`src/rtl/rtch_queue.sv`:
```
// Two-entry queue that decouples the triangle front end from the back end.
module rtch_queue #(
   parameter int WIDTH = 8
) (
   input  logic             clock,
   input  logic             reset,
   input  logic             in_valid,
   output logic             in_ready,
   input  logic [WIDTH-1:0] in_data,
   output logic             out_valid,
   input  logic             out_ready,
   output logic [WIDTH-1:0] out_data
);

   logic [WIDTH-1:0] mem_ff [2];
   logic             wr_ptr_ff, rd_ptr_ff;
   logic [1:0]       count_ff;
   logic             push, pop;

   assign in_ready  = (count_ff != 2'd2);
   assign out_valid = (count_ff != 2'd0);
   assign out_data  = mem_ff[rd_ptr_ff];
   assign push      = in_valid && in_ready;
   assign pop       = out_valid && out_ready;

   // Advance pointers and count
   always_ff @(posedge clock) begin
      if (reset) begin
         wr_ptr_ff <= 1'b0;
         rd_ptr_ff <= 1'b0;
         count_ff  <= 2'd0;
      end else begin
         if (push) wr_ptr_ff <= ~wr_ptr_ff;
         if (pop)  rd_ptr_ff <= ~rd_ptr_ff;
         count_ff <= count_ff + {1'b0, push} - {1'b0, pop};
      end
   end

   // Store entry
   always_ff @(posedge clock) begin
      if (push) mem_ff[wr_ptr_ff] <= in_data;
   end

endmodule

```
`config.mk`:
```
export PLATFORM = sky130hd
export DESIGN_NAME = rtch_queue
export DESIGN_NICKNAME = d
export VERILOG_FILES = /design/src/rtl/rtch_queue.sv
export SDC_FILE = /design/constraint.sdc
export NUM_CORES = 1
export LEC_CHECK = 0
export BUFFER_PORTS_ARGS = -buffer_cell sky130_fd_sc_hd__buf_2
export CAP_MARGIN = 20
export CORE_ASPECT_RATIO = 0.9
export CORE_UTILIZATION = 52
export CTS_BUF_LIST = sky130_fd_sc_hd__clkbuf_2 sky130_fd_sc_hd__clkbuf_4 sky130_fd_sc_hd__clkbuf_8
export CTS_CLUSTER_SIZE = 30
export DETAILED_ROUTE_END_ITERATION = 10
export PLACE_DENSITY = 0.9
export REMOVE_ABC_BUFFERS = 1
export SYNTH_ARGS = -nofsm -noshare
export SYNTH_HDL_FRONTEND = slang
export SYNTH_SLANG_ARGS = --single-unit
```
`constraint.sdc`:
```
create_clock -name clock -period 2.1 [get_ports clock]
set_input_delay 0.105 -clock clock [delete_from_list [all_inputs] [get_ports clock]]
set_output_delay 0.105 -clock clock [all_outputs]
set_load 0.01 [all_outputs]
```
==> flow_summary.ini <==
[timing]
rsz0062_at_grt = false
fin_skew_ns = 0.0142
finalSetupViolCount = 0
finalCritPeriodShare_pct = 74.1
final.setup.tns_ns = 0
fmax_mhz = 642
period_needed_ns = 1.56
maxSlewViolCount = 0
relSlewSlack_pct = 74.0
hold_viol_final = 0
worstMarginPinSlew_ns = 0.390

[final_layout]
area_delta_synth_final_pct = 28.8
drive_above_1_share_pct = 36.6
fin_nets = 97
n_antenna_cell = 0
post_layout_nonfiller_instances = 97
fin_area_um2 = 1050

[clock_network]
path_clk_slew_ns = 0.12
ctsLongestPathBuffers = 2
clkSinkCount = 21
root_buffer = clkbuf_4
hold_buffers = 8
post_cts_resized = 0
cts_buffers = 3
post_cts_buffers = 0
cts_tree = done
ctsHtreeMaxLevel = 1
clk_latency_ns = 0.30

[floorplan]
core_area_um2 = 1450
row_count = 13
fp.dieW_um = 43.7
initial_core_util_pct = 56.2
die_y_um = 39.5
die-area_um2 = 1730
io_pins = 22

[grt]
grt_pass1_vias = 465
groute.usage.overall_pct = 17.1
grt_max_degree = 13
grt_antenna_before_repair = 0
grt_pass1_wl_um = 1870
grt_overflow_total = 0

[worst_setup_path]
r2r_start = count_ff[0]
worstSetupStartpointType = flip-flop
rrSetupSlack_ns = 0.54
crit_arrival_ns = 1.75
path_max_fanout = 4
path_class = reg -> reg
r2r_cells = 8
required_ns = 2.30
cp-end-kind = flip-flop
r2r-end = count_ff[1]

[drt]
finalWirelength_um = 1330
drc = 2
dr.pass1.iters = 7
dr.first_iter.drc_count = 22
dr_total_vias = 493
via_per_inst = 5.08
antenna_left = 0
drt-wirelength-per-cell_um = 13.7

[run]
maxCapViolations = 0

[logic_synthesis]
synth_area_um2 = 813
synth.distinct_cells = 16
avgSynthCellArea_um2 = 16.6
synthCells = 49
ys_seq_area_share_pct = 71.4
ys_seq_elements = 21
yosysWarningCount = 0

[power]
p_leak_nw = 0.435
fin_total_pwr_mw = 1.10
p_per_area_nw_per_um2 = 1050
peakVddDrop_mv = 0.666

[status]
outcome = finished, violations left
violations = DRC

[placement]
place_congestion = 0.635
port_buffers = 21
placedInstanceArea_um2 = 940
dp.cells = 85

[min_path]
holdPathStages = 2
hold_class = in -> reg
hold_start = reset
-- layout make-up --
type	count	area [µm²]
Clock inverter	1	5.00
Multi-Input combinational cell	26	224
Timing Repair Buffer	30	193
Sequential cell	21	581
Fill cell	97	400
Clock buffer	3	22.5
Inverter	1	3.75
Tap cell	15	18.8
-- cells by family after synthesis --
logic type | Yosys count | share of synthesized area, %
adders and majority gates | 2 | 3.08
DFF | 21 | 71.4
xor gates and xnor gates | 3 | 3.23
AOI/OAI and AO/OA | 1 | 1.08
muxes | 9 | 12.9
buffers and inverters | 2 | 1.08
and+or+nand+nor | 11 | 7.23
-- metrics by stage --
step	hold WS (ns)	worst slack [ns]	utilization (%)
floorplan	0.177	0.619	-
global placement	0.293	0.600	64.9
detailed placement	0.297	0.563	64.9
CTS	0.0199	0.532	72.3
global route	0.0111	0.426	72.3
finish	0.0198	0.543	72.3
-- synthesized netlist by cell type --
library cell | instances | area share, %
nor2_1 | 5 | 2.3
o21a_2 | 1 | 1.1
mux2_1 | 8 | 11
buf_2 | 1 | 0.61
xnor2_1 | 2 | 2.2
dfxtp_1 | 5 | 12
mux2_4 | 1 | 1.8
nor2b_1 | 2 | 1.5
xor2_1 | 1 | 1.1
or2_1 | 1 | 0.77
inv_1 | 1 | 0.46
and3_1 | 1 | 0.77
nand2_2 | 1 | 0.77
ha_1 | 2 | 3.1
edfxtp_1 | 16 | 59
nand2b_2 | 1 | 1.1
-- per-layer routing --
layer | vias up | global-route usage [%] | share of wire (%)
li1 | 241 | - | -
met1 | 230 | 16.7 | 40
met2 | 18 | 29.9 | 54
met3 | 4 | 5.53 | 3.5
met4 | 0 | 14.1 | 2.6
met5 | - | 0 | 0
-- critical path: stages, from the launching register on --
cell and delay, ns:
dfxtp_1 0.39, nand2b_2 0.16, nand2_2 0.08, ha_1 0.27
inv_1 0.04, ha_1 0.17, xor2_1 0.15, xnor2_1 0.13
nor2_1 0.05
-- sequential cells by signal (all words and copies together) (netlist names), named ones only --
name and cells:
mem_ff 16, rd_ptr_ff 1, wr_ptr_ff 1, count_ff 2
-- power by group --
group	internal [mW]	total, mW	switching, mW
clock	0.0709	0.190	0.119
sequential	0.528	0.580	0.0516
combinational	0.174	0.327	0.152
-- how the worst max path moves through the flow --
stage / slack [ns] / start / end
3_5_place_dp: 0.56 / count_ff[0] / count_ff[1]
2_1_floorplan: 0.62 / count_ff[0] / count_ff[1]
4_1_cts: 0.53 / count_ff[0] / count_ff[1]
3_3_place_gp: 0.60 / count_ff[1] / count_ff[1]
6_report: 0.54 / count_ff[0] / count_ff[1]
5_1_grt: 0.43 / count_ff[0] / count_ff[1]
-- layout by cell type (no fill, tap or decap), drive strengths merged --
| cell | netlist | layout |
|---|---|---|
| buf | 1 | 22 |
| nand2b | 1 | 1 |
| clkinv | 0 | 1 |
| clkbuf | 0 | 3 |
| xnor2 | 2 | 2 |
| dfxtp | 5 | 5 |
| nor2 | 5 | 5 |
| nor2b | 2 | 2 |
| dlygate4sd3 | 0 | 8 |
| nand2 | 1 | 1 |
| inv | 1 | 1 |
| or2 | 1 | 1 |
| and3 | 1 | 1 |
| edfxtp | 16 | 16 |
| mux2 | 9 | 9 |
| o21a | 1 | 1 |
| ha | 2 | 2 |
| xor2 | 1 | 1 |
No activity file was read; power rests on OpenSTA's default activity.
