## config.mk

```make
export PLATFORM = sky130hd
export DESIGN_NAME = rtch_front
export DESIGN_NICKNAME = d
export VERILOG_FILES = /design/src/rtl/rtch_pkg.sv /design/src/rtl/rtch_front.sv
export SDC_FILE = /design/constraint.sdc
export NUM_CORES = 1
export LEC_CHECK = 0
export ABC_CLOCK_PERIOD_IN_PS = 8600
export BUFFER_PORTS_ARGS = -buffer_cell sky130_fd_sc_hd__buf_4
export CORE_AREA = 2 2 268 270
export DETAILED_ROUTE_END_ITERATION = 10
export DIE_AREA = 0 0 270 272
export SYNTH_ARGS = -nofsm -noshare
export SYNTH_HDL_FRONTEND = slang
export SYNTH_SLANG_ARGS = --single-unit
```

## constraint.sdc

```tcl
create_clock -name vclk -period 8.6
set_clock_uncertainty 0.2 [all_clocks]
set_input_delay 0.86 -clock vclk [all_inputs]
set_output_delay 0.86 -clock vclk [all_outputs]
set_load 0.02 [all_outputs]
```

## src/rtl/rtch_pkg.sv

```systemverilog
// Shared types, register codes and constants for the ray/triangle closest-hit core.
package rtch_pkg;

   // Default geometry of the fixed-point coordinates
   localparam int COORD_BITS_DEF = 32;
   localparam int FRAC_BITS_DEF  = 16;

   // Register file layout
   localparam int CSR_INDEX_W = 3;
   localparam int EPS_W       = 32;
   localparam int DIST_W      = 31;

   typedef enum logic [CSR_INDEX_W-1:0] {
      CSR_ORIGIN_X = 3'd0,
      CSR_ORIGIN_Y = 3'd1,
      CSR_ORIGIN_Z = 3'd2,
      CSR_DIR_X    = 3'd3,
      CSR_DIR_Y    = 3'd4,
      CSR_DIR_Z    = 3'd5,
      CSR_DET_EPS  = 3'd6,
      CSR_MAX_DIST = 3'd7
   } csr_index_type;

   localparam logic [EPS_W-1:0]  EPS_RST      = 32'd42950;
   localparam logic [DIST_W-1:0] MAX_DIST_RST = 31'd6553600;
   localparam logic [DIST_W-1:0] DIST_SAT     = '1;

   // Multiply-accumulate groups of the back end, in issue order
   typedef enum logic [2:0] {
      GRP_H,
      GRP_Q,
      GRP_A,
      GRP_U,
      GRP_V,
      GRP_T
   } grp_type;

   // Back-end sequencer states
   typedef enum logic [2:0] {
      ST_IDLE,
      ST_MAC,
      ST_FIX,
      ST_CHECK,
      ST_DIVSAT,
      ST_DIV,
      ST_RES
   } state_type;

   // Next vector component, wrapping after z
   function automatic logic [1:0] next3(input logic [1:0] k);
      logic [1:0] r;
      case (k)
         2'd0:    r = 2'd1;
         2'd1:    r = 2'd2;
         default: r = 2'd0;
      endcase
      return r;
   endfunction

endpackage

```

## src/rtl/rtch_front.sv

```systemverilog
// Front end: accepts triangles and forms the edge and origin-offset vectors.
module rtch_front
   import rtch_pkg::*;
#(
   parameter int COORD_BITS = COORD_BITS_DEF,
   parameter int REQ_W      = ((9 * COORD_BITS + 7) / 8) * 8,
   parameter int ENT_W      = 9 * (COORD_BITS + 1) + 1
) (
   input  logic                    req_tvalid,
   output logic                    req_tready,
   input  logic [REQ_W-1:0]        req_tdata,
   input  logic                    req_tuser,
   input  logic [3*COORD_BITS-1:0] origin,
   output logic                    ent_valid,
   input  logic                    ent_ready,
   output logic [ENT_W-1:0]        ent_data
);

   localparam int CW = COORD_BITS;
   localparam int EW = CW + 1;

   // Form e1 = v1 - v0, e2 = v2 - v0, s = origin - v0 per component
   for (genvar i = 0; i < 3; i++) begin : g_vec
      logic [CW-1:0] v0, v1, v2, org;
      assign v0  = req_tdata[i*CW +: CW];
      assign v1  = req_tdata[(3+i)*CW +: CW];
      assign v2  = req_tdata[(6+i)*CW +: CW];
      assign org = origin[i*CW +: CW];
      assign ent_data[i*EW +: EW]     = {v1[CW-1], v1} - {v0[CW-1], v0};
      assign ent_data[(3+i)*EW +: EW] = {v2[CW-1], v2} - {v0[CW-1], v0};
      assign ent_data[(6+i)*EW +: EW] = {org[CW-1], org} - {v0[CW-1], v0};
   end

   assign ent_data[9*EW] = req_tuser;
   assign ent_valid      = req_tvalid;
   assign req_tready     = ent_ready;

endmodule

```

==> results of run 1 <==
==> Yosys cell counts, types with 5 or more instances <==
cell,count
nor4_1,10
or3_1,12
nor2_1,168
a211oi_1,24
a211o_1,12
or2_2,12
a31o_2,8
o21bai_1,31
a221oi_1,6
a311oi_1,7
a31oi_1,27
and2_1,13
nand2_1,142
a21boi_0,18
ha_1,288
clkbuf_1,29
fa_1,9
xnor2_1,163
o31ai_1,11
xor2_1,60
o31a_1,6
o2111ai_1,9
inv_1,204
a41oi_1,5
a21o_1,152
o21a_1,51
o311ai_0,6
nor3_1,36
o211ai_1,12
and3_1,26
a21oi_1,237
o21ai_0,130
nor2b_1,34
nand2b_1,35
nand3_1,51
a2111oi_0,8
nand4_1,22
a221o_1,8
==> per-stage QoR <==
step | instance area [µm²] | worst slack [ns]
global route | 20900 | 2.61
floorplan | 14700 | 4.00
global placement | 20900 | 3.07
CTS | 20900 | 3.00
finish | 20900 | 2.91
detailed placement | 20900 | 3.03
==> per-layer routing <==
| layer | part of all wire | routed length (µm) | up-vias |
|---|---|---|---|
| li1 | - | - | 9147 |
| met1 | 0.43 | 31600 | 8392 |
| met2 | 0.47 | 34600 | 643 |
| met3 | 0.067 | 4890 | 101 |
| met4 | 0.025 | 1830 | 12 |
| met5 | 0.0010 | 74 | - |
==> worst max-delay path, delay by kind of cell <==
| kind | cells | cell delay, ns |
|---|---|---|
| compound gates | 8 | 2.94 |
| fa+ha+maj | 1 | 0.29 |
| buf+inv | 3 | 0.39 |
| simple gates | 1 | 0.15 |
==> worst paths after layout <==
kind / to / depth (start not counted) / slack, ns / startpoint
worst min-delay path: ent_data[297] / 0 / 1.52 / req_tuser
worst max-delay path: ent_data[63] / 13 / 2.91 / req_tdata[34]
==> power breakdown <==
group	total, µW	internal (µW)	switching, µW	leakage (µW)
clock	0.0000199	0.0000199	0	0.0000000233
sequential	0	0	0	0
combinational	2350	981	1370	0.0109
total	2350	981	1370	0.0109
==> kinds of logic (layout without fill, tap and decap cells) <==
kind of cell	Yosys count	in the layout	share of synthesized area
AOI/OAI and AO/OA	805	805	0.358
adders and majority gates	297	297	0.257
other	0	4	0
muxes	2	2	0.00153
and+or+nand+nor	580	580	0.189
xor gates and xnor gates	223	223	0.133
buffers and inverters	238	887	0.0615
==> cell type report <==
type | count | area share
Multi-Input combinational cell | 1907 | 0.661
Timing Repair Buffer | 683 | 0.245
Antenna cell | 4 | 0.000479
Tap cell | 950 | 0.0569
Inverter | 204 | 0.0366
==> results by group, run 1 <==
Routing
  • Vias post-DR: 18295
  • Pre-antenna DRT Iters: 7
  • Drt initial violations: 1015
  • Final WL: 73100 µm
  • Drt drc: 0
  • DRT antenna net count: 0
  • Vias per inst: 4.88
  • Routed len/inst: 19.5 µm

Die
  • Die X: 270 µm
  • Total core area: 0.0708 mm²
  • Initial Util: 0.208
  • Row Count: 98
  • Die ar.: 0.0734 mm²
  • IO Count: 687
  • Die height: 272 µm

Timing
  • Setup TNS: 0 ns
  • Least-Margin Pin Slew: 1.33 ns
  • Fmax: 176 MHz
  • Final hold violations: 0
  • Final setup violation count: 0
  • Final hold slack: 1.52 ns
  • RSZ-0062 raised after global routing: false
  • Crit share post-route: 0.662
  • Minimum clock period after layout: 5.69 ns
  • Worst rel slew slack: 0.105
  • Final Slew Violations: 0

Setup path
  • Crit path arrival time: 4.63 ns
  • CP endpoint kind: output port
  • Max incr delay on CP: 1.09 ns
  • Startpoint class of the critical path: input port
  • Critical path class: in -> out
  • Worst-path cell chain: buf_4 -> inv_1 -> ha_1 -> nor2b_1 -> o21ai_0 -> a21boi_0 -> o41ai_1 -> o31ai_1 -> o21a_1 -> a21oi_1 -> o21ai_0 -> a211oi_1 -> buf_4
  • Slowest cell on crit path: o41ai_1
  • CP required: 7.54 ns
  • CP max FO: 5

GRT
  • Met2 Track Usage GR: 0.324
  • Wire length of the first global-routing pass: 106000 µm
  • GRT met3 Usage: 0.0391
  • Initial antenna violation count: 8
  • Met1 Use GR: 0.233
  • Vias in the first global route: 17561
  • Tot GR Track Use: 0.185
  • Pin count of the biggest net entering global routing: 11
  • GR peak layer: met2
  • Grt total ovfl: 0

Cells and area
  • Fraction of layout cells with a size suffix above 1: 0.257
  • Most common cell after layout, fill and taps aside: buf_4
  • Seq. cell area: 0 µm²
  • Fin cells: 3748
  • Commonest non-fill, non-tap cells in the layout: buf_4, ha_1, a21oi_1, inv_1, nor2_1
  • Final net count: 3480
  • Area of the multi-input gates: 0.0138 mm²
  • Util after Layout: 0.295
  • Filler cells: 7826
  • Seq_cells: 0
  • Clock buffers: 0
  • Area grow syn2layout: 42.0%

Power and ir drop
  • Peak supply drop: 0.0000924 V
  • LEAKAGE: 0.0109 µW
  • Power per standard cell area: 113 mW/mm²
  • Total power: 2350 µW

Clocking
  • Post-CTS Hold Buffers: 0
  • Setup bufs post-CTS: 0
  • Post_cts resized: 0

Run
  • Max-Cap Viols: 0

Synth
  • Synthesized area per cell: 6.86 µm²
  • Synth area leader: ha_1
  • Ys Warns: 0
  • Area contributors post-synth: ha_1, xnor2_1, a21oi_1
  • Share of the synthesized area in the top cell type: 0.245
  • Yosys cell types: 71
  • Synth Instances: 2145
  • Seq/Total Area, Yosys: 0
  • Post-Syn Area: 0.0147 mm²
  • Syn_nets: 2829

Placed design
  • Routability cong.: 0.958
  • Cells after DPL: 3744
  • DPL Wire Length: 66300 µm
  • IO buf count: 681

Min path
  • Worst Hold Class: in -> out

Run status
  • Status: complete, no violations
No activity file was read; power rests on OpenSTA's default activity.
==> inputs of run 2 (changes only) <==
Settings changed: ABC_CLOCK_PERIOD_IN_PS 8600 to 5900, CORE_AREA 2 2 268 270 to 2 2 271 273, DIE_AREA 0 0 270 272 to 0 0 273 275.
Clock period 8.6 ns to 5.9 ns, I/O delays scaled along.
==> results by group, run 2 (synthesized netlist as in run 1, its figures left out) <==
Run status
  • Status: complete, no violations

GRT
  • Pin count of the biggest net entering global routing: 11 (unchanged)
  • Tot GR Track Use: 0.171 (-0.0145)
  • Vias in the first global route: 16957 (-3.4%)
  • Grt total ovfl: 0 (unchanged)
  • Initial antenna violation count: 8 (unchanged)
  • Wire length of the first global-routing pass: 100000 µm (-6.1%)

Cells and area
  • Most common cell after layout, fill and taps aside: buf_4
  • Final net count: 3486 (+0.17%)
  • Util after Layout: 0.290 (-0.00578)
  • Filler cells: 8039 (+2.7%)
  • Area grow syn2layout: 42.4%
  • Fraction of layout cells with a size suffix above 1: 0.258 (+0.00159)
  • Seq_cells: 0 (unchanged)
  • Seq. cell area: 0 µm² (unchanged)
  • Commonest non-fill, non-tap cells in the layout: buf_4, ha_1, a21oi_1, inv_1, nor2_1
  • Clock buffers: 0 (unchanged)

Timing
  • Final hold violations: 0 (unchanged)
  • Worst rel slew slack: 0.297 (+0.192)
  • Least-Margin Pin Slew: 1.03 ns (-0.298 ns)
  • Setup TNS: 0 ns (unchanged)
  • Minimum clock period after layout: 4.75 ns
  • Fmax: 211 MHz
  • Crit share post-route: 0.805
  • Final setup violation count: 0 (unchanged)
  • Final Slew Violations: 0 (unchanged)
  • RSZ-0062 raised after global routing: false
  • Setup ws final: 1.15 ns (-1.75 ns)

Clocking
  • Setup bufs post-CTS: 0 (unchanged)
  • Post_cts resized: 0 (unchanged)
  • Post-CTS Hold Buffers: 0 (unchanged)

Routing
  • Drt drc: 0 (unchanged)
  • Drt initial violations: 961 (-5.3%)
  • DRT antenna net count: 0 (unchanged)
  • Routed len/inst: 18.6 µm (-4.5%)
  • Vias post-DR: 18276 (-0.10%)
  • Pre-antenna DRT Iters: 5 (-2)
  • Vias per inst: 4.86 (-0.45%)
  • Final WL: 70000 µm (-4.1%)

Setup path
  • CP endpoint kind: output port
  • Critical path class: in -> out
  • CP required: 5.11 ns (-2.43 ns)
  • Startpoint class of the critical path: input port
  • CP max FO: 4 (-1)
  • Crit path arrival time: 3.96 ns (-0.67 ns)

Placed design
  • IO buf count: 681 (unchanged)
  • DPL Wire Length: 63400 µm (-4.5%)
  • Pre-CTS setup slack: 1.18 ns (-1.85 ns)
  • Routability cong.: 0.956 (-0.17%)

Die
  • Total core area: 0.0723 mm² (+2.2%)
  • Die height: 275 µm (+1.1%)
  • Die ar.: 0.0751 mm² (+2.2%)
  • Die X: 273 µm (+1.1%)
  • Row Count: 99 (+1.0%)
  • Initial Util: 0.203 (-0.00457)
  • IO Count: 687 (unchanged)

Run
  • Max-Cap Viols: 0 (unchanged)

Min path
  • Worst Hold Class: in -> out
[run 2: changes by cell type in the layout (fill, tap and decap cells not counted)]
cell / before / now
diode_2: 4 / 2
buf_4: 683 / 689
[run 2: path summary, 6_finish.rpt]
path / startpoint / to / slack (ns) / depth (start not counted)
max: req_tdata[64] / ent_data[98] / 1.15 / 14
min: req_tvalid / ent_valid / 0.98 / 0
[run 2: per-layer routing]
metal,share of wire,track usage,vias up
li1,-,-,9172
met1,0.43,0.218,8343
met2,0.47,0.295,635
met3,0.069,0.0299,112
met4,0.032,0.0464,14
met5,0.0012,0,-
[run 2: cell type report]
class | instances | area (µm²) | area share
multi-input cells | 1907 | 13800 | 0.659
repair buffers | 689 | 5170 | 0.247
well taps | 959 | 1200 | 0.0573
inverters | 204 | 766 | 0.0365
diodes | 2 | 5.00 | 0.000239
[run 2: critical path: stages]
cell       delay (ns)
buf_4            0.12
ha_1             0.25
fa_1             0.43
nor2b_1          0.15
o21a_1           0.20
a311o_2          0.23
a211oi_2         0.10
a2111oi_0        0.55
buf_4            0.23
o211ai_1         0.12
o22ai_1          0.28
o22ai_1          0.17
a221o_1          0.37
buf_4            0.16
[run 2: through the flow]
| stage | hold WS (ns) | std cells | instance area, µm² |
|---|---|---|---|
| 6_report | 0.980 | 3761 | 21000 |
| 5_1_grt | 0.980 | 3759 | 21000 |
| 4_1_cts | 0.980 | 3759 | 21000 |
| 3_5_place_dp | 0.980 | 3759 | 21000 |
| 3_3_place_gp | 0.980 | 3759 | 21000 |
| 2_1_floorplan | 1.09 | 2145 | 14700 |
